## src/rtl/ssi_pkg.sv

```systemverilog
// Package for the segment crossing block.
// Holds default sizes and the per-item control word that travels down the pipeline.
// No dependencies.
`default_nettype none

package ssi_pkg;

  localparam int unsigned COORD_BITS_DEF = 16;
  localparam int unsigned FRAC_BITS_DEF  = 16;

  // Control that moves with each item after it has been classified.
  // When bypass is set the result is fixed: hit as given, fraction one or zero.
  typedef struct packed {
    logic valid;
    logic bypass;
    logic hit;
    logic sat_one;
  } ssi_ctrl_t;

endpackage

`default_nettype wire

```

## src/rtl/ssi_classify.sv

```systemverilog
// Middle of the pipeline: straddle test, divisor, magnitudes and case selection.
// Three register stages. Depends on ssi_pkg for the control word.
`default_nettype none

module ssi_classify #(
  parameter int unsigned COORD_BITS = 16
) (
  input  wire logic                               clk_i,
  input  wire logic                               rst_ni,
  input  wire logic                               en_i,
  input  wire logic                               valid_i,
  input  wire logic signed [2*COORD_BITS+2:0]     c1_i,
  input  wire logic signed [2*COORD_BITS+2:0]     c2_i,
  input  wire logic signed [2*COORD_BITS+2:0]     num_i,
  output ssi_pkg::ssi_ctrl_t                      ctrl_o,
  output logic [2*COORD_BITS+4:0]                 rem_o,
  output logic [2*COORD_BITS+4:0]                 div_o
);

  localparam int unsigned XW = 2 * COORD_BITS + 3;
  localparam int unsigned W  = XW + 2;

  // Stage 4
  logic signed [XW:0]   den_q;
  logic signed [XW-1:0] num_q;
  logic                 straddle_q;
  logic                 v4_q;
  // Stage 5
  logic [XW-1:0]        mn_q;
  logic [XW:0]          md_q;
  logic                 num_zero_q, sign_diff_q, straddle5_q;
  logic                 v5_q;
  // Stage 6
  ssi_pkg::ssi_ctrl_t   ctrl_q, ctrl_d;
  logic [W-1:0]         rem_q, div_q;

  logic straddle_d;

  assign straddle_d = (c1_i != '0) && (c2_i != '0) && (c1_i[XW-1] != c2_i[XW-1]);

  always_comb begin
    ctrl_d         = '0;
    ctrl_d.valid   = v5_q;
    ctrl_d.bypass  = 1'b1;
    if (!straddle5_q) begin
      ctrl_d.sat_one = 1'b1;
    end else if (num_zero_q) begin
      ctrl_d.hit = 1'b1;
    end else if (sign_diff_q) begin
      ctrl_d.hit = 1'b0;
    end else if ({1'b0, mn_q} >= md_q) begin
      // A ratio of one or more saturates; exactly one still counts as a hit.
      ctrl_d.sat_one = 1'b1;
      ctrl_d.hit     = ({1'b0, mn_q} == md_q);
    end else begin
      ctrl_d.bypass = 1'b0;
      ctrl_d.hit    = 1'b1;
    end
  end

  always_ff @(posedge clk_i or negedge rst_ni) begin
    if (!rst_ni) begin
      v4_q   <= 1'b0;
      v5_q   <= 1'b0;
      ctrl_q <= '0;
    end else if (en_i) begin
      v4_q   <= valid_i;
      v5_q   <= v4_q;
      ctrl_q <= ctrl_d;
    end
  end

  always_ff @(posedge clk_i) begin
    if (en_i) begin
      den_q       <= (XW + 1)'(c1_i) - (XW + 1)'(c2_i);
      num_q       <= num_i;
      straddle_q  <= straddle_d;

      mn_q        <= num_q[XW-1] ? -num_q : num_q;
      md_q        <= den_q[XW] ? -den_q : den_q;
      num_zero_q  <= (num_q == '0);
      sign_diff_q <= (num_q[XW-1] != den_q[XW]);
      straddle5_q <= straddle_q;

      rem_q       <= W'(mn_q);
      div_q       <= W'(md_q);
    end
  end

  assign ctrl_o = ctrl_q;
  assign rem_o  = rem_q;
  assign div_o  = div_q;

endmodule

`default_nettype wire

```

## config.mk

```make
export PLATFORM = sky130hd
export DESIGN_NAME = ssi_classify
export DESIGN_NICKNAME = d
export VERILOG_FILES = /design/src/rtl/ssi_pkg.sv /design/src/rtl/ssi_classify.sv
export SDC_FILE = /design/constraint.sdc
export NUM_CORES = 1
export LEC_CHECK = 0
export ABC_AREA = 1
export BUFFER_PORTS_ARGS = -buffer_cell sky130_fd_sc_hd__clkbuf_2
export CORE_MARGIN = 3
export CORE_UTILIZATION = 30
export CTS_CLUSTER_SIZE = 40
export DETAILED_ROUTE_END_ITERATION = 10
export MAX_ROUTING_LAYER = met4
export PLACE_DENSITY = 0.44
export RECOVER_POWER = 100
export SYNTH_ARGS = -nofsm -noshare
export SYNTH_HDL_FRONTEND = slang
export SYNTH_SLANG_ARGS = --single-unit
```

## constraint.sdc

```tcl
create_clock -name clk_i -period 2.35 [get_ports clk_i]
set_input_delay 0.235 -clock clk_i [delete_from_list [all_inputs] [get_ports clk_i]]
set_output_delay 0.235 -clock clk_i [all_outputs]
set_load 0.05 [all_outputs]
```

==> impl_metrics.toml <==
[global_route]
grt_pass1_vias = 9882
grtUsageTotal = 0.1593
grt_pass1_wl_mm = 53.65
grt_max_degree = 74
overflow = 0
antenna_found_initial = 0

[routing]
drt-initial-drc-count = 417
viasPerCell = 4.516
wl_mm = 34.42
drt_first_pass_iters = 6
detail-route-antenna-nets = 0
via_count = 9460
drc = 0
wire_per_inst_um = 16.43

[timing]
layout_min_cycle_time_ns = 2.214
worst_pin_slew_ns = 2.016
fin_crit_sh = 0.9420
max_freq_ghz = 0.4517
fin_skew_ns = 0.01020
final-hold-violation-count = 0
rsz0062_at_grt = "no"
final_max_slew_viol_count = 72
setup_violations = 0
relSlewSlack = -0.3440

[worst_setup_path]
r2r_start = "num_q[0]"
critPathCaptureType = "flip-flop"
regToRegEndpoint = "mn_q[32]"
required_ns = 2.62
reg2reg_depth = 9
crit_fanout = 4
r2r_setup_slack_ns = 0.14
cp-startpoint = "num_q[0]"
cp-start-kind = "flip-flop"
worstSetupPathType = "flip-flop to flip-flop"
critical_path_arrival_ns = 2.48
endpoint = "mn_q[32]"

[clock_network]
htreeDepth = 1
cts_made_buffers = 24
cts-root-buf = "clkbuf_16"
cts_tree = "done"
clk_pin_slew_ns = 0.06
clock_path_buffers = 3
clk_latency_ns = 0.51
cts_sinks = 223
cts_setup_buffers = 0

[synth]
ys_warn_count = 0
synth_xor_area_frac = 0.06110
ys_types = 52
syn_area_per_cell_um2 = 9.831
synth_top_family_by_area = "simple AND/OR/NAND/NOR gates"
yosys.area.top_type_share = 0.5286
synth_area_leaders = "edfxtp_1, ha_1, nand2_1, inv_1, nor2_1"
synthCells = 1254
synth-simple-area-share = 0.1805
ys.flop_type = "edfxtp_1"
synth-seq-cells = 223
synth_fa_ha_area_frac = 0.07470
synth-edff-count = 217
synth_top_cell_by_area = "edfxtp_1"
synth_compound_gate_area_share = 0.07592
synth_async_sr_flop_share = 0.02691
synthMuxAreaShare = 0
netlist_area_mm2 = 0.01233
yosysSeqAreaShare = 0.5407

[floorplan]
initial_utilization = 0.3068
std_cell_rows = 73
die_height_um = 208.7
ios = 187
coreArea_mm2 = 0.04019
fp.dieW_um = 208.7
dieArea_mm2 = 0.04356

[pwr]
p_per_area_mw_per_mm2 = 754.3
leakagePower_nw = 6.516
fin_total_pwr_mw = 11.51
ir_drop_uv = 357.7

[cells_and_area]
n_antenna_cell = 0
utilization = 0.3798
syn_to_final_growth_pct = 23.81
nFillCells = 4192
nNetsFinal = 1738
drive_above_1_share = 0.1357

[status]
violations = "max-capacitance violations, max-slew violations"
outcome = "finished, violations left"

[worst_hold_path]
hp-class = "input pin to async pin"

[placed_design]
gp_congestion = 0.9138
numPortBuffers = 183
post-dp-hpwl_mm = 27.97

[flow_run]
maxCapViolCount = 1
[per-layer routing]
layer  track usage  up-vias  share of wire
met5             -        -              0
met4       0.04711        0          0.028
met3       0.01681       47          0.044
met2        0.2638      226           0.47
met1        0.2077     4363           0.46
li1              -     4824              -
[critical path, cell delays in order, from the launching register on]
cell and delay (ns):
edfxtp_1 0.40, inv_1 0.10, ha_1 0.19, nand3_2 0.13, nor2_4 0.19, nand3_1 0.17, nor4_2 0.37, nand4_1 0.22
nand3b_1 0.14, nand2_1 0.07
[cells in the mapped netlist (4+ instances only)]
master	count
nor3_1	21
o21ai_1	9
a31oi_1	5
edfxtp_1	217
xnor2_1	28
a21o_1	7
xor2_1	58
inv_1	198
a21oi_1	57
o21ai_0	37
nor4_1	21
nor2_1	138
clkbuf_1	4
a21boi_0	4
nand3_2	5
o21ai_2	11
nor2_2	5
nand4_1	19
o211ai_1	4
ha_1	72
nand2_1	223
inv_2	7
o21bai_1	6
dfrtp_1	6
nand3_1	50
[cells in the final DEF (no fill, tap or decap), types with 43 or more instances in the layout]
cell	netlist	final
buf_4	3	43
o21ai_0	37	46
inv_1	198	202
nor2_1	138	141
nand3_1	50	51
clkbuf_2	0	105
a21oi_1	57	57
edfxtp_1	217	217
clkbuf_1	4	99
nand2_1	223	223
xor2_1	58	58
ha_1	72	72
[where the power goes]
group	switching, mW	total [mW]	internal (mW)	leakage (nW)
Clock	1.49	3.59	2.10	0.364
Combinational	1.70	2.56	0.856	3.95
Sequential	0.347	5.36	5.01	2.20
Total	3.54	11.5	7.97	6.52
[worst min-delay path by stage]
stage / start / end / slack, ns / cells after the start
after floorplan: rst_ni / ctrl_o[0] / -0.06 / 0
after global placement: rst_ni / v4_q / 0.07 / 1
after detailed placement: rst_ni / ctrl_o[3] / 0.07 / 1
after CTS: rst_ni / ctrl_o[3] / 0.06 / 2
after global routing: c2_i[0] / den_q[0] / 0.14 / 3
final: rst_ni / v5_q / 0.13 / 2
[registers in the layout, indices dropped and copies added, names as in the netlist]
register,cells
ctrl_o,4
den_q,36
div_o,36
md_q,36
mn_q,35
num_q,35
num_zero_q,1
rem_o,35
sign_diff_q,1
straddle5_q,1
straddle_q,1
v4_q,1
v5_q,1
[per-stage QoR]
step	hold slack (ns)	setup WS, ns	cell area, µm²	setup TNS (ns)	instances
detailed placement	0.07309	0.03201	14370	0	2018
CTS	0.05996	0.1849	15480	0	2095
finish	0.1327	0.1362	15260	0	2095
global placement	0.07102	-0.01586	14370	-0.01586	2018
floorplan	-0.06059	0.3199	12340	0	1256
global route	0.1433	0.02028	15260	0	2095
[timing repair]
action | in CTS | in global routing
hold buffers | 37 | 0
resized for setup | 0 | 0
hold endpoints to repair | 42 | 0
[cell type report]
type	count	area, µm²	share of cell area
tap	525	656.9	0.04304
inverter	206	773.2	0.05066
clock inverter	8	70.07	0.004591
timing repair buffer	284	1634	0.1071
multi-input combinational	817	4791	0.3139
clock buffer	32	671.9	0.04402
sequential	223	6666	0.4368
[kinds of logic after synthesis]
kind of cell / count (synthesis)
flops: 223
other cells: 1
buf+inv: 216
xor+xnor: 86
simple gates: 501
compound gates: 154
fa+ha+maj: 73
No activity file was read; power rests on OpenSTA's default activity.
