### src/rtl/ssi_pkg.sv
// Package for the segment crossing block.
// Holds default sizes and the per-item control word that travels down the pipeline.
// No dependencies.
`default_nettype none

package ssi_pkg;

  localparam int unsigned COORD_BITS_DEF = 16;
  localparam int unsigned FRAC_BITS_DEF  = 16;

  // Control that moves with each item after it has been classified.
  // When bypass is set the result is fixed: hit as given, fraction one or zero.
  typedef struct packed {
    logic valid;
    logic bypass;
    logic hit;
    logic sat_one;
  } ssi_ctrl_t;

endpackage

`default_nettype wire

### src/rtl/ssi_div_stage.sv
// One stage of the restoring divider: shift, compare, subtract, one quotient bit.
// Depends on ssi_pkg for the control word.
`default_nettype none

module ssi_div_stage #(
  parameter int unsigned W         = 37,
  parameter int unsigned FRAC_BITS = 16
) (
  input  wire logic                  clk_i,
  input  wire logic                  rst_ni,
  input  wire logic                  en_i,
  input  wire ssi_pkg::ssi_ctrl_t    ctrl_i,
  input  wire logic [W-1:0]          rem_i,
  input  wire logic [W-1:0]          div_i,
  input  wire logic [FRAC_BITS-1:0]  quo_i,
  output ssi_pkg::ssi_ctrl_t         ctrl_o,
  output logic [W-1:0]               rem_o,
  output logic [W-1:0]               div_o,
  output logic [FRAC_BITS-1:0]       quo_o
);

  ssi_pkg::ssi_ctrl_t    ctrl_q;
  logic [W-1:0]          rem_q, div_q, rem_sh;
  logic [FRAC_BITS-1:0]  quo_q;
  logic                  ge;

  // The remainder stays below the divisor, so the shifted value fits in W bits.
  assign rem_sh = {rem_i[W-2:0], 1'b0};
  assign ge     = (rem_sh >= div_i);

  always_ff @(posedge clk_i or negedge rst_ni) begin
    if (!rst_ni) begin
      ctrl_q <= '0;
    end else if (en_i) begin
      ctrl_q <= ctrl_i;
    end
  end

  always_ff @(posedge clk_i) begin
    if (en_i) begin
      rem_q <= ge ? (rem_sh - div_i) : rem_sh;
      div_q <= div_i;
      quo_q <= {quo_i[FRAC_BITS-2:0], ge};
    end
  end

  assign ctrl_o = ctrl_q;
  assign rem_o  = rem_q;
  assign div_o  = div_q;
  assign quo_o  = quo_q;

endmodule

`default_nettype wire

### config.mk
export PLATFORM = sky130hd
export DESIGN_NAME = ssi_div_stage
export DESIGN_NICKNAME = d
export VERILOG_FILES = /design/src/rtl/ssi_pkg.sv /design/src/rtl/ssi_div_stage.sv
export SDC_FILE = /design/constraint.sdc
export NUM_CORES = 1
export LEC_CHECK = 0
export ABC_AREA = 1
export ABC_CLOCK_PERIOD_IN_PS = 800
export CORE_MARGIN = 5
export CORE_UTILIZATION = 65
export CTS_CLUSTER_DIAMETER = 120
export CTS_CLUSTER_SIZE = 8
export DETAILED_ROUTE_END_ITERATION = 8
export DONT_BUFFER_PORTS = 1
export PLACE_DENSITY_LB_ADDON = 0.3
export RECOVER_POWER = 100
export SETUP_SLACK_MARGIN = 0.3
export SYNTH_ARGS = -nofsm -noshare
export SYNTH_HDL_FRONTEND = slang
export SYNTH_SLANG_ARGS = --single-unit
### constraint.sdc
create_clock -name clk_i -period 0.8 [get_ports clk_i]
set_input_delay 0 -clock clk_i [delete_from_list [all_inputs] [get_ports clk_i]]
set_output_delay 0 -clock clk_i [all_outputs]
set_load 0.005 [all_outputs]
==> results of run 1 <==
-- cell families after synthesis --
| family | after synthesis | share of synthesized area (%) |
|---|---|---|
| adders and majority gates | 38 | 7.518 |
| muxes | 4 | 0.7012 |
| buffers and inverters | 161 | 10.25 |
| xor gates and xnor gates | 19 | 2.591 |
| AOI/OAI and AO/OA | 46 | 4.149 |
| DFF | 94 | 43.63 |
| and+or+nand+nor | 464 | 31.16 |
-- metrics by stage --
stage / util (%) / cell area [um^2] / TNS [ns]
3_5_place_dp: 83.71 / 8107 / -35.71
3_3_place_gp: 83.71 / 8107 / -34.86
2_1_floorplan: - / 7074 / -26.64
==> out/summary.md, run 1 <==
The tools report the CTS H-tree depth as 3. In the synthesized netlist, the cells that appear most often are 291 x nand2_1, 151 x inv_1, 90 x edfxtp_1. Counting flops with an async set or reset pin after synthesis yields a share of 4.255%.

The number of instances resized during post-cts repair is 176, and the synthesized cell area is 0.006424 mm^2. Synthesis produced 826 cells. The stage where the run ended was 4_1_cts. Pin placement for this block handled 191 I/O pins. The master cell of the clock root buffer was clkbuf_8. The count of hold buffers inserted by post-cts repair is 53, and the vertical extent of the die is 109.4 um.

Once the clock tree was built, the setup fixing pass inserted 31 buffers. After synthesis, the mean cell area works out to 7.777 um^2. The half-perimeter wire length after placement is 15270 um. Once placement completed, the tool counted placed cells totaling 1069. The tool reported: "[ERROR DPL-0038] Utilization greater than 100%, impossible to legalize". Routability-driven placement finished with a final weighted congestion of 1.050. After synthesis, flip-flops and latches occupy 43.63% of the total area. The logs give 9 for the clock buffer count from CTS and 36 for the count of standard-cell rows.

In this run the deepest clock path goes through 2 buffers. The largest total area in the synthesized netlist belongs to edfxtp_1. Clock tree synthesis found a total of 94 sinks.

After synthesis, the netlist uses 31 different library cells. Summed over its instances, the top area cell type makes up 42.07% of the synthesized netlist area. The run stopped with a tool error. Sorting the synthesized cells by area gives the leading types as edfxtp_1 42%, nand2_1 17%, inv_1 8.8%. By instance count, the leading cell after synthesis is nand2_1.

Number of register bits inferred by synthesis: 94. The most used flip-flop cell after synthesis is edfxtp_1. Counting every net in the synthesized netlist gives 961. The count of flip-flops with a built-in enable after synthesis was 90; the count of yosys warnings during synthesis was 0.

Once the floorplan was initialized, standard cells occupied 66.33% of the core. The tools report the minimum setup slack after placement as -1.066 ns. Count of input and output buffers: 0.

The overall die width was 109.4 um.
==> run 2: changes to the inputs <==
--- a/config.mk
+++ b/config.mk
@@ -8,14 +8,11 @@
 export ABC_AREA = 1
 export ABC_CLOCK_PERIOD_IN_PS = 800
 export CORE_MARGIN = 5
-export CORE_UTILIZATION = 65
-export CTS_CLUSTER_DIAMETER = 120
-export CTS_CLUSTER_SIZE = 8
+export CORE_UTILIZATION = 40
 export DETAILED_ROUTE_END_ITERATION = 8
 export DONT_BUFFER_PORTS = 1
-export PLACE_DENSITY_LB_ADDON = 0.3
+export PLACE_DENSITY_LB_ADDON = 0.15
 export RECOVER_POWER = 100
-export SETUP_SLACK_MARGIN = 0.3
 export SYNTH_ARGS = -nofsm -noshare
 export SYNTH_HDL_FRONTEND = slang
 export SYNTH_SLANG_ARGS = --single-unit
==> run 2 against run 1 <==
The flow now finishes, with violations (negative hold slack, negative setup slack). Synthesized cell count unchanged. Synthesized area is the same.
==> out/summary.md, run 2 <==
The run finished, with violations left. The checks that failed: negative hold slack, negative setup slack. The post-route netlist has 42.60% of its cells at a drive strength greater than 1. Entering global routing, the biggest net connects 95 pins. The synthesized cell area is 0.006424 mm^2 (unchanged). The synthesis-to-finish area growth is 69.38%. At the worst endpoint, the required time is 0.91 ns. The clock buffer count from CTS was 9 (unchanged).

The count of input and output buffers was 0 (unchanged); the share of the clock period used by the worst path was 167.8%. Headroom to the max-slew limit came out at 81.12%. The category of the worst setup path launch point is an input pin. After detailed routing, the average wire length per cell comes to 18.11 um. The largest fanout of any net on the critical path came out at 6. The global placer's final weighted congestion was 0.8731 (-17%); the CTS H-tree depth was 3 (unchanged).

Fmax: 745.1 MHz. Global routing used 24.26% of the available tracks across all layers. Fraction of synthesis flops using an asynchronous set or reset pin: 4.255% (unchanged). For this design the static power due to leakage is 5.024 nW. Clock transition at the register clock pins on the worst setup and hold paths after CTS: 0.07 ns. After detailed routing, the total wire length is 23850 um.

The overall die width is 136.7 um (+25%), and the initial cell density of the core is 40.58% (-26 points). Placed standard-cell area: 0.008373 mm^2 (+3.3%). The via count was 6466.

After detailed routing, the number of vias per cell comes to 4.910. The number of global-route vias before repair was 6491; the worst clock skew was 0 ns. TritonCTS built the clock tree. The power consumption was 17.28 mW. The number of distinct library cells after synthesis is 31 (unchanged).

The tools report the sequential-to-total area share from yosys stat as 43.63% (unchanged). Leaving out fill and tap cells, the most frequent cells in the layout are 195 x nand2_1, 146 x buf_4, 123 x inv_1. The worst-case clock buffer depth was 2 (unchanged); the area of the placeable core was 0.01583 mm^2.

The tools report the endpoint of the worst hold-timing path as rem_o[31]. The count of flip-flops with a built-in enable after synthesis works out to 90 (unchanged). Area fraction of the dominant cell type after synthesis: 42.07% (unchanged). Summed over all layers, the global routing overflow is 0.

The finished layout holds 1317 standard cells, fillers aside. At the pin with the least slew margin, the transition time is 0.2802 ns. The total die area is 0.01869 mm^2, and the number of cells on the worst hold path is 0. The placed cell count is 1177 (+10%), and the sink count of the clock tree is 94 (unchanged). At the end of the flow the core is filled with cells to 68.74%. The half-perimeter wire length after placement came out at 16480 um (+8.0%). By instance count, the leading cell after synthesis is nand2_1. The vertical extent of the die was 136.7 um (+25%). The number of antenna violations at the first check in global routing is 0. The startpoint identified for the worst register-to-register timing path is ctrl_o[2].

The number of top-level pins is 191 (unchanged). The net count of the finished layout is 1231. The tree is rooted in a clkbuf_16.

The minimum setup slack after placement was -1.178 ns (-0.1117 ns); the logic depth of the worst register-to-register path was 1. With fillers left out, the area of the finished cells amounts to 0.01088 mm^2. VDD sags by at most 1.035 mV.

At the later pin of the worst-skew pair, clock insertion delay measures 0.35 ns. For the worst setup path, the data arrival time is 1.45 ns. The total inserted antenna cells was 0.

The setup check on the worst reg-to-reg path leaves a slack of 0 ns. The run gives 0 (unchanged) as the count of yosys warnings during synthesis. The leading cell type in the layout, fill and taps excluded was nand2_1. For the count of hold buffers inserted by post-cts repair, the log shows 94 (+77%). The number of nets produced by synthesis came out at 961 (unchanged). By area the synthesized netlist is led by edfxtp_1 42%, nand2_1 17%, inv_1 8.8%. The smallest clock period supported by the final layout is computed as 1.342 ns.

The cell count after synthesis is 826 (unchanged). After synthesis, the most frequently instantiated cells are 291 x nand2_1, 151 x inv_1, 90 x edfxtp_1. Worst path setup slack after routing: -0.5421 ns.

Class of the tightest hold or removal check: in2reg. The number of endpoints with negative hold slack in the final report was 94. The most area-hungry cell type in the Yosys netlist is edfxtp_1. In this run the most critical hold path is launched from en_i. The mean cell area of the mapped netlist works out to 7.777 um^2 (unchanged).

The critical path in this run is classified as in2reg. The DRC violations left was 0. The worst setup path is captured at a flop. The first global-routing pass estimated 34420 um of wire. The worst slack on hold paths was -0.2464 ns; the count of routing violations after the opening detailed-route iteration was 390.

Setup repair after global routing could not meet its margin everywhere. The first detailed-routing pass took 5 iterations. The number of max-slew violations in the final report was 0. Among all flip-flop cells after synthesis, the most frequent one is edfxtp_1.

The number of register bits inferred by synthesis was 94 (unchanged). The detail route stage leaves a number of antenna-violating nets equal to 0. Setup violations remaining at the end of the flow were counted as 42. The endpoint identified for the worst register-to-register timing path is ctrl_o[2].

Across the run, the number of max-cap violations was 0. The power per standard cell area was 1588 mW/mm^2. The run gives 46 (+28%) as the count of standard-cell rows.
## run 2: cell counts after synthesis
Identical to the previous run, type by type.
## run 2: cell families after synthesis
group / share of synthesized area [%]
AND/OR/NAND/NOR: 31.16
buffers and inverters: 10.25
flip-flops: 43.63
AO/OA/AOI/OAI: 4.149
adder cells (fa/ha/maj): 7.518
XOR/XNOR: 2.591
multiplexers: 0.7012
## run 2: stage by stage
stage | TNS, ns | hold slack (ns)
global placement | -38.18 | -0.2955
CTS | -18.47 | -0.2503
finish | -19.82 | -0.2464
detailed placement | -38.24 | -0.2955
floorplan | -26.64 | -0.2956
global route | -22.28 | -0.2605
## run 2: metal layers
layer	GRT usage [%]	wire length, um	vias to the layer above
met1	31.97	10720	3074
met4	5.375	297	0
met2	40.88	11520	190
li1	-	-	3172
met3	5.331	1310	30
met5	0	0	-
## run 2: critical path, stage by stage
cell       delay, ns
inv_2           0.02
ha_4            0.29
nand2_4         0.07
nor2_4          0.17
nand2_4         0.08
nor2_4          0.14
buf_6           0.11
a31oi_4         0.11
buf_6           0.16
clkbuf_16       0.17
nand3_2         0.06
nand2_1         0.05
## run 2: worst max path at each step
stage                         start        end  slack (ns)  cells after the start
after global placement     div_i[5]  rem_o[31]       -1.18                     13
final                     div_i[17]   rem_o[7]       -0.54                     12
after floorplan           div_i[12]  rem_o[34]       -0.72                     14
after global routing       div_i[6]  rem_o[16]       -0.59                     16
after CTS                 div_i[14]   rem_o[0]       -0.52                     13
after detailed placement   div_i[5]  rem_o[31]       -1.18                     13
## run 2: report_power, final
part	internal, mW	switching, mW
Combinational	2.93	2.96
Clock	3.08	1.97
Sequential	6.05	0.289
Total	12.1	5.22
## run 2: what timing repair did
action                                  in CTS  in global routing
buffers inserted                            13                 12
gates resized for setup                    155                104
endpoints found under the setup margin      44                 48
cloned                                       2                  4
endpoints found under the hold margin      186                 94
pin swaps                                   35                 61
## run 2: area by class of cell
| cell class | count | area, um^2 |
|---|---|---|
| clock buffers | 10 | 229.0 |
| clock inverters | 6 | 115.1 |
| fillers | 1249 | 4947 |
| inverters | 151 | 634.4 |
| multi-input cells | 571 | 4348 |
| flip-flops and latches | 94 | 2803 |
| well taps | 216 | 270.3 |
| repair buffers | 269 | 2481 |
Note: power is estimated with default switching activity, not from simulation.
==> run 3: changes to the inputs <==
--- a/config.mk
+++ b/config.mk
@@ -7,7 +7,7 @@
 export LEC_CHECK = 0
 export ABC_AREA = 1
 export ABC_CLOCK_PERIOD_IN_PS = 800
-export CORE_MARGIN = 5
+export CORE_MARGIN = 1
 export CORE_UTILIZATION = 40
 export DETAILED_ROUTE_END_ITERATION = 8
 export DONT_BUFFER_PORTS = 1
==> run 3 against run 2 <==
The flow still finishes with violations (negative hold slack, negative setup slack). Global-route usage rose by 3.4 points. Register-to-register slack about the same. Critical path depth stayed put. Setup slack lost 0.036 ns. Die area down 11%. Count of clock-buffer cells in the layout unchanged. Via count decreased by 2.2%. Sequential cell count is the same. Non-clock buffer count down 7. Sequential share of layout area decreased by 0.23 points. Combinational power increased by 4.1%. Hold slack worse by 0.0074 ns.
==> out/summary.md, run 3 (same netlist as run 2, synthesis figures left out) <==
The layer carrying the most global-route usage was met2. The average detailed-routed wire length per instance was 17.68 um (-2.4%). TritonCTS built the clock tree.

Half-perimeter wire length after placement: 15390 um (-6.6%). The tools report the total setup violations reported at the end of the flow as 43 (+2.4%). The logs give 94 (unchanged) for the number of endpoints with negative hold slack in the final report and 0 (unchanged) for the antenna violation net count after detailed routing. The final reports fail on negative hold slack, negative setup slack. The run gives 191 (unchanged) as the number of top-level pins.

Sink count of the clock tree: 94 (unchanged). Initial cell density of the core: 41.64% (+1.1 points). The tools report the largest voltage drop on the vdd net as 1.133 mV (+9.5%). The largest fanout of any net on the critical path is 9 (+3). The tools report the global placer's final weighted congestion as 0.8629 (-1.2%). The global-route met3 utilization came out at 4.823% (-0.51 points).

The tools report the category of the worst setup path launch point as an input pin. The overall track demand over capacity in global routing was 27.66% (+3.4 points); the arrival time of the worst setup path was 1.50 ns (+0.05 ns). The total die area is 0.01657 mm^2 (-11%), and the logic depth of the worst register-to-register path is 1 (unchanged). The number of iterations in the first detailed-routing pass is 5 (unchanged), and the total inserted antenna cells is 0 (unchanged). The post-route core utilization was 71.17% (+2.4 points); the overall die width was 128.7 um (-5.9%).

In this run the critical register-to-register path is captured at ctrl_o[0]. In the layout the commonest cells are 173 x nand2_1, 144 x buf_4, 114 x inv_1. The placed standard-cell area came out at 0.008267 mm^2 (-1.3%). In this run the worst setup path begins at div_i[25]. The worst-case clock buffer depth is 2 (unchanged).

The count of routing violations after the opening detailed-route iteration was 325 (-17%); the count of hold buffers inserted by post-cts repair was 94 (unchanged). The master cell of the clock root buffer is clkbuf_16. Setup repair after global routing could not meet its margin everywhere. The final global-route overflow total is 0 (unchanged). The clock buffer count from CTS was 9 (unchanged).

Power per standard cell area: 1597 mW/mm^2 (+0.56%). The tools report the worst clock skew as 0 ns (unchanged). Following the worst setup path forward leads to its endpoint at rem_o[10]. The DRC violations left is 0 (unchanged), and the net count reported at finish is 1224 (-0.57%). The number of global-route vias before repair was 6491 (unchanged). The worst setup path is of the in2reg kind. The via count came out at 6324 (-2.2%). Largest net degree at the start of global routing: 95 (unchanged).

The latest clock arrival within the worst-skew pair is 0.35 ns (about the same). Relative to the synthesized area, the layout overhead comes to 70.92%. The area of the placeable core is 0.01543 mm^2 (-2.5%), and the global-route wire length before repair is 34270 um (-0.44%). The met1 usage in global routing was 35.69% (+3.7 points); the share of the clock period used by the worst path was 172.2% (+4.5 points). The count of standard-cell rows was 45 (-2.2%). The clock transition at the register clock pins on the worst setup and hold paths after CTS works out to 0.08 ns (about the same). The tools report the setup slack of the most critical reg-to-reg path as 0.01 ns (about the same). The fraction of final layout cells with drive strength greater than 1 was 44.79% (+2.2 points). The logs give 0.92 ns (about the same) for the data required time of the worst path and 3 (unchanged) for the CTS H-tree depth. The tools report the worst slack on hold paths as -0.2538 ns (-0.007376 ns). The vertical extent of the die was 128.7 um (-5.9%); the minimum setup slack after placement was -1.136 ns (+0.04170 ns). The clock period minus final worst setup slack was 1.378 ns (+0.03565 ns); the count of input and output buffers was 0 (unchanged). The number of maximum-capacitance violations is 0 (unchanged). The worst flop-to-flop path startpoint is ctrl_o[0]. The tools report the number of antenna violations at the first check in global routing as 0 (unchanged).

The transition time of the tightest slew-check pin came out at 0.2908 ns (+0.01059 ns). The worst setup path is captured at a flop. The logs give 4.983 nW (-0.81%) for the leakage power of the design and 0.01098 mm^2 (+0.91%) for the area of all placed cells without fillers. In this run the worst hold path is classified as in2reg. The run gives -0.5777 ns (-0.03565 ns) as the worst path setup slack after routing. The total length of routed wires was 23080 um (-3.3%). The fmax was 725.8 MHz (-2.6%). The met2 capacity usage during global routing came out at 48.01% (+7.1 points). The mean number of vias per cell was 4.846 (-1.3%).

The logs give 0 (unchanged) for the number of max-slew violations in the final report and 80.41% (-0.71 points) for the relative max-transition margin. The run finished, with violations left. The library cell used most frequently in the layout, excluding fill and tap cells, is nand2_1.
run 3: cell count changes in the layout (fill, tap and decap cells not counted), sizes merged:
| cell | delta |
|---|---|
| buf | -6 |
| clkbuf | -1 |
run 3: worst min-delay path by stage:
stage | start | endpoint | slack [ns] | depth (start not counted)
floorplan | rst_ni | ctrl_o[0] | -0.30 | 0
detailed placement | rst_ni | ctrl_o[1] | -0.30 | 0
finish | en_i | rem_o[30] | -0.25 | 0
CTS | en_i | rem_o[31] | -0.25 | 0
global placement | rst_ni | ctrl_o[1] | -0.30 | 0
global route | en_i | rem_o[31] | -0.27 | 0
run 3: stage by stage:
step	power, mW	TNS [ns]	hold slack, ns	instances
after floorplan	8.880	-26.64	-0.2956	826
after global placement	10.52	-36.98	-0.2955	1157
after detailed placement	10.54	-37.43	-0.2955	1157
after CTS	16.88	-17.93	-0.2525	1293
after global routing	18.28	-25.25	-0.2663	1305
final	17.53	-20.91	-0.2538	1305
run 3: what timing repair did:
| action | CTS | global route |
|---|---|---|
| gates resized for setup | 196 | 97 |
| pin swaps | 60 | 56 |
| setup buffers | 23 | 11 |
| endpoints found under the setup margin | 43 | 47 |
| gates cloned | 4 | 2 |
| endpoints found under the hold margin | 186 | 94 |
run 3: routing by layer:
| metal | part of all wire (%) | routed length (um) | vias to the layer above |
|---|---|---|---|
| li1 | - | - | 3152 |
| met1 | 45 | 10460 | 2947 |
| met2 | 48 | 11070 | 194 |
| met3 | 4.7 | 1081 | 31 |
| met4 | 2.0 | 461 | 0 |
| met5 | 0 | 0 | - |
run 3: worst max-delay path, stage by stage:
cell and delay [ns]:
inv_2 0.02, ha_4 0.30, nand2_4 0.07, nor2_4 0.14, nand2_2 0.09, nor2_4 0.15, buf_4 0.13, a31oi_4 0.09
buf_4 0.17, clkbuf_16 0.17, nand3_2 0.09, nand2_2 0.05
run 3: final cells by class:
type	count	area (um^2)
clock buffer	10	229.0
clock inverter	6	115.1
fill	1205	4448
inverter	151	656.9
multi-input combinational	571	4471
sequential	94	2803
tap	211	264.0
timing repair buffer	262	2441
run 3: power breakdown:
part,total (mW),internal (mW),switching (mW),leakage [nW]
logic,6.13,3.02,3.11,3.89
clock network,5.07,3.08,1.99,0.164
registers,6.33,6.05,0.284,0.926
==> run 4: changes to the inputs <==
--- a/config.mk
+++ b/config.mk
@@ -5,10 +5,10 @@
 export SDC_FILE = /design/constraint.sdc
 export NUM_CORES = 1
 export LEC_CHECK = 0
-export ABC_AREA = 1
 export ABC_CLOCK_PERIOD_IN_PS = 800
+export CAP_MARGIN = 40
 export CORE_MARGIN = 1
-export CORE_UTILIZATION = 40
+export CORE_UTILIZATION = 35
 export DETAILED_ROUTE_END_ITERATION = 8
 export DONT_BUFFER_PORTS = 1
 export PLACE_DENSITY_LB_ADDON = 0.15
==> run 4 against run 3 <==
The flow still finishes with violations (negative hold slack, negative setup slack). Combinational power fell by 25%. Hold slack better by 0.0045 ns. Sequential share of layout area increased by 5.8 points. Non-clock buffer count down 24. Final area decreased by 18%. Clock skew is the same. Critical path depth unchanged. Critical path type unchanged. Critical endpoint is now rem_o[14].
==> out/summary.md, run 4 <==
The flow ran to the end, but the final reports show violations. The final reports fail on negative hold slack, negative setup slack. Number of global-route vias before repair: 5294 (-18%). The clock buffer count from CTS was 9 (unchanged). For the number of distinct library cells after synthesis, the log shows 59 (+90%).

Most used flip-flop cell after synthesis: edfxtp_1. The logs give 95 (+1.1%) for the count of hold buffers inserted by post-cts repair and 29.2% (-5.8 points) for the combinational cell fraction of total power. The launch instance of the worst min-delay path was en_i. The area of all placed cells without fillers came out at 0.008954 mm^2 (-18%).

The leakage power of the design was 3.766 nW (-24%). The tools report the global-route wire length before repair as 27920 um (-19%). In this run the critical register-to-register path is launched from ctrl_o[3]. The mean cell area of the mapped netlist was 11.20 um^2 (+44%); the number of nets produced by synthesis was 662 (-31%). Number of antenna violations at the first check in global routing: 0 (unchanged). The initial cell density of the core was 35.72% (-5.9 points); the relative max-transition margin was 71.28% (-9.1 points). The library cell used most frequently in the layout, excluding fill and tap cells, is buf_4. The worst setup path is launched from an input pin. Ranked by total cell area, the synthesized netlist is headed by edfxtp_1 46%, ha_1 7.8%, mux2_4 7.1%. STA classifies the critical path endpoint as a flop. The fmax was 455.7 MHz (-37%); the worst-case clock buffer depth was 2 (unchanged). Start point of the critical path: rem_i[29]. For the number of top-level pins, the log shows 191 (unchanged). The count of yosys warnings during synthesis was 0 (unchanged). The internal power contribution was 11.33 mW (-6.7%).

The synthesis-to-finish area growth is 51.67%, and the data required time of the worst path is 0.90 ns (-0.02 ns). The relative contribution of the clock network to total power was 30.7% (+1.8 points); the CTS H-tree depth was 3 (unchanged). The endpoint identified for the worst register-to-register timing path is ctrl_o[3]. The run gives 0.8483 (-1.7%) as the global placer's final weighted congestion.

The clock period minus final worst setup slack works out to 2.194 ns (+0.8166 ns). The number of cells on the worst hold path was 0 (unchanged). The count of input and output buffers is 0 (unchanged). The logs give 1.109 mV (-2.1%) for the largest voltage drop on the vdd net and 527 (-36%) for the cell count after synthesis. The count of standard-cell rows was 47 (+4.4%); the switching share of total power was 27.95% (-2.7 points). The worst hold path terminates at div_o[24]. The number of iterations in the first detailed-routing pass was 4 (-1); the logic depth of the worst register-to-register path was 1 (unchanged). By count the netlist is led by 90 x edfxtp_1, 44 x inv_1, 38 x nor2_1. The half-perimeter wire length after placement was 12170 um (-21%); the average detailed-routed wire length per instance was 18.24 um (+3.2%). The tools report the via count as 5033 (-20%). The worst path setup slack after routing is -1.394 ns (-0.8166 ns), and the total die area is 0.01739 mm^2 (+4.9%). The overall die width was 131.9 um (+2.4%); the number of endpoints with negative hold slack in the final report was 94 (unchanged).

The power per standard cell area is 1757 mW/mm^2 (+10%), and the count of flip-flops with a built-in enable after synthesis is 90 (unchanged). The share of the clock period used by the worst path came out at 274.3% (+100 points). The count of routing violations after the opening detailed-route iteration is 221 (-32%).

The transition time of the tightest slew-check pin was 0.4263 ns (+0.1354 ns). For the sequential power share, the log shows 40.1% (+4.0 points). The tools report the final global-route overflow total as 0 (unchanged).

For the largest net degree at the start of global routing, the log shows 95 (unchanged). The worst clock skew was 0 ns (unchanged); the vertical extent of the die was 131.9 um (+2.4%). The latest clock arrival within the worst-skew pair came out at 0.35 ns (about the same). In this run the worst hold path is classified as in2reg.

Synthesized cell area: 0.005903 mm^2 (-8.1%). The number of max-slew violations in the final report was 0 (unchanged). Yosys instantiated no cell more often than edfxtp_1.

The tools report the number of standard cells in the final layout excluding fillers as 988 (-24%). The top cell types in the final layout, fill and taps aside, are 139 x buf_4, 95 x dlygate4sd3_1, 90 x edfxtp_1. The run gives 2.30 ns (+0.80 ns) as the arrival time of the worst setup path.

The DRC violations left is 0 (unchanged), and the number of register bits inferred by synthesis is 94 (unchanged). The placed cell count was 864 (-25%); the fraction of synthesis flops using an asynchronous set or reset pin was 4.255% (unchanged). The run gives 18020 um (-22%) as the total length of routed wires.

The setup path with the least slack is of type in2reg. TritonCTS built the clock tree. The tools report the master cell of the clock root buffer as clkbuf_16.

Most area-hungry cell type in the Yosys netlist: edfxtp_1. Fraction of final layout cells with drive strength greater than 1: 34.51% (-10 points). The sequential-to-total area share from yosys stat is 47.48% (+3.8 points), and the total setup violations reported at the end of the flow is 38 (-12%).

The minimum setup slack after placement is -1.983 ns (-0.8471 ns). Setup repair after global routing could not meet its margin everywhere. The tools report the antenna violation net count after detailed routing as 0 (unchanged). The area fraction of the dominant cell type after synthesis is 45.78% (+3.7 points), and the worst slack on hold paths is -0.2493 ns (+0.004511 ns).

For the total inserted antenna cells, the log shows 0 (unchanged). The setup TNS came out at -50.59 ns (-29.67 ns). The switching power summed over all nets was 4.398 mW (-18%); the clock transition at the register clock pins on the worst setup and hold paths after CTS was 0.08 ns (about the same).

The placed standard-cell area was 0.007161 mm^2 (-13%); the number of maximum-capacitance violations was 0 (unchanged). The area of the placeable core is 0.01652 mm^2 (+7.1%). The mean number of vias per cell was 5.094 (+5.1%); the overall track demand over capacity in global routing was 20.83% (-6.8 points). The largest fanout of any net on the critical path was 8 (-1). The sink count of the clock tree came out at 94 (unchanged). For the setup slack of the most critical reg-to-reg path, the log shows 0.03 ns (+0.02 ns).

Net count reported at finish: 898 (-27%).
run 4: cell types whose count changed in the layout (fill, tap and decap cells not counted), moves of 17 or more:
cell     delta
a21o_1     +18
a21oi_1    +19
ha_4       -17
inv_1      -81
mux2_4     +27
nand2_1   -137
nand2_2    -90
nand2_4    -31
nand3_2    -41
run 4: cell type report:
cell class	instances	area, um^2
Fill cell	1440	7571
Multi-Input combinational cell	372	3222
Sequential cell	94	2803
Timing Repair Buffer	238	2048
Tap cell	220	275.3
Clock buffer	9	225.2
Inverter	45	220.2
Clock inverter	7	103.9
Timing Repair inverter	3	56.30
run 4: power by group through the flow:
stage	sequential, mW	combinational, mW	clock [mW]
final	6.30	4.59	4.83
after global placement	6.42	3.59	0
after floorplan	6.33	2.41	0
after detailed placement	6.42	3.63	0
after CTS	6.32	4.43	4.95
after global routing	6.35	4.98	5.16
run 4: critical path, cell delays in order:
cell and delay, ns:
ha_4 0.22, buf_6 0.11, a21o_1 0.14, a21o_1 0.16
a21o_1 0.17, a21o_1 0.16, a2111o_1 0.45, a31oi_4 0.16
or2_4 0.17, buf_12 0.17, inv_16 0.07, mux2_4 0.29
run 4: kinds of logic after synthesis:
family	share of synthesized area, %
simple gates	9.687
compound gates	18.12
fa+ha+maj	8.181
buf+inv	5.150
mux	8.414
flops	47.48
xor+xnor	2.967
run 4: layer usage:
metal  global-route usage [%]  share of wire, %  wire, um  vias up
li1                         -                 -         -     2447
met1                    26.82                45      8096     2400
met2                    34.74                48      8700      164
met3                    3.806               4.7       852       22
met4                    7.946               2.1       374        0
met5                        0                 0         0        -
run 4: through the flow:
stage,hold slack [ns],total power [mW],utilization (%)
3_5_place_dp,-0.2955,10.04,43.33
6_report,-0.2493,15.73,54.18
4_1_cts,-0.2553,15.69,53.16
5_1_grt,-0.2570,16.49,54.18
2_1_floorplan,-0.2956,8.739,-
3_3_place_gp,-0.2955,10.01,43.33
run 4: worst max path at each step:
stage | cells past startpoint | to
4_1_cts | 12 | rem_o[6]
5_1_grt | 12 | rem_o[10]
3_3_place_gp | 11 | rem_o[25]
3_5_place_dp | 11 | rem_o[35]
6_report | 12 | rem_o[14]
2_1_floorplan | 14 | rem_o[10]
run 4: timing repair:
action,CTS,global route
endpoints found under the setup margin,38,41
endpoints found under the hold margin,187,94
pin swaps,17,15
gates cloned,3,0
setup buffers,9,2
gates resized for setup,51,35
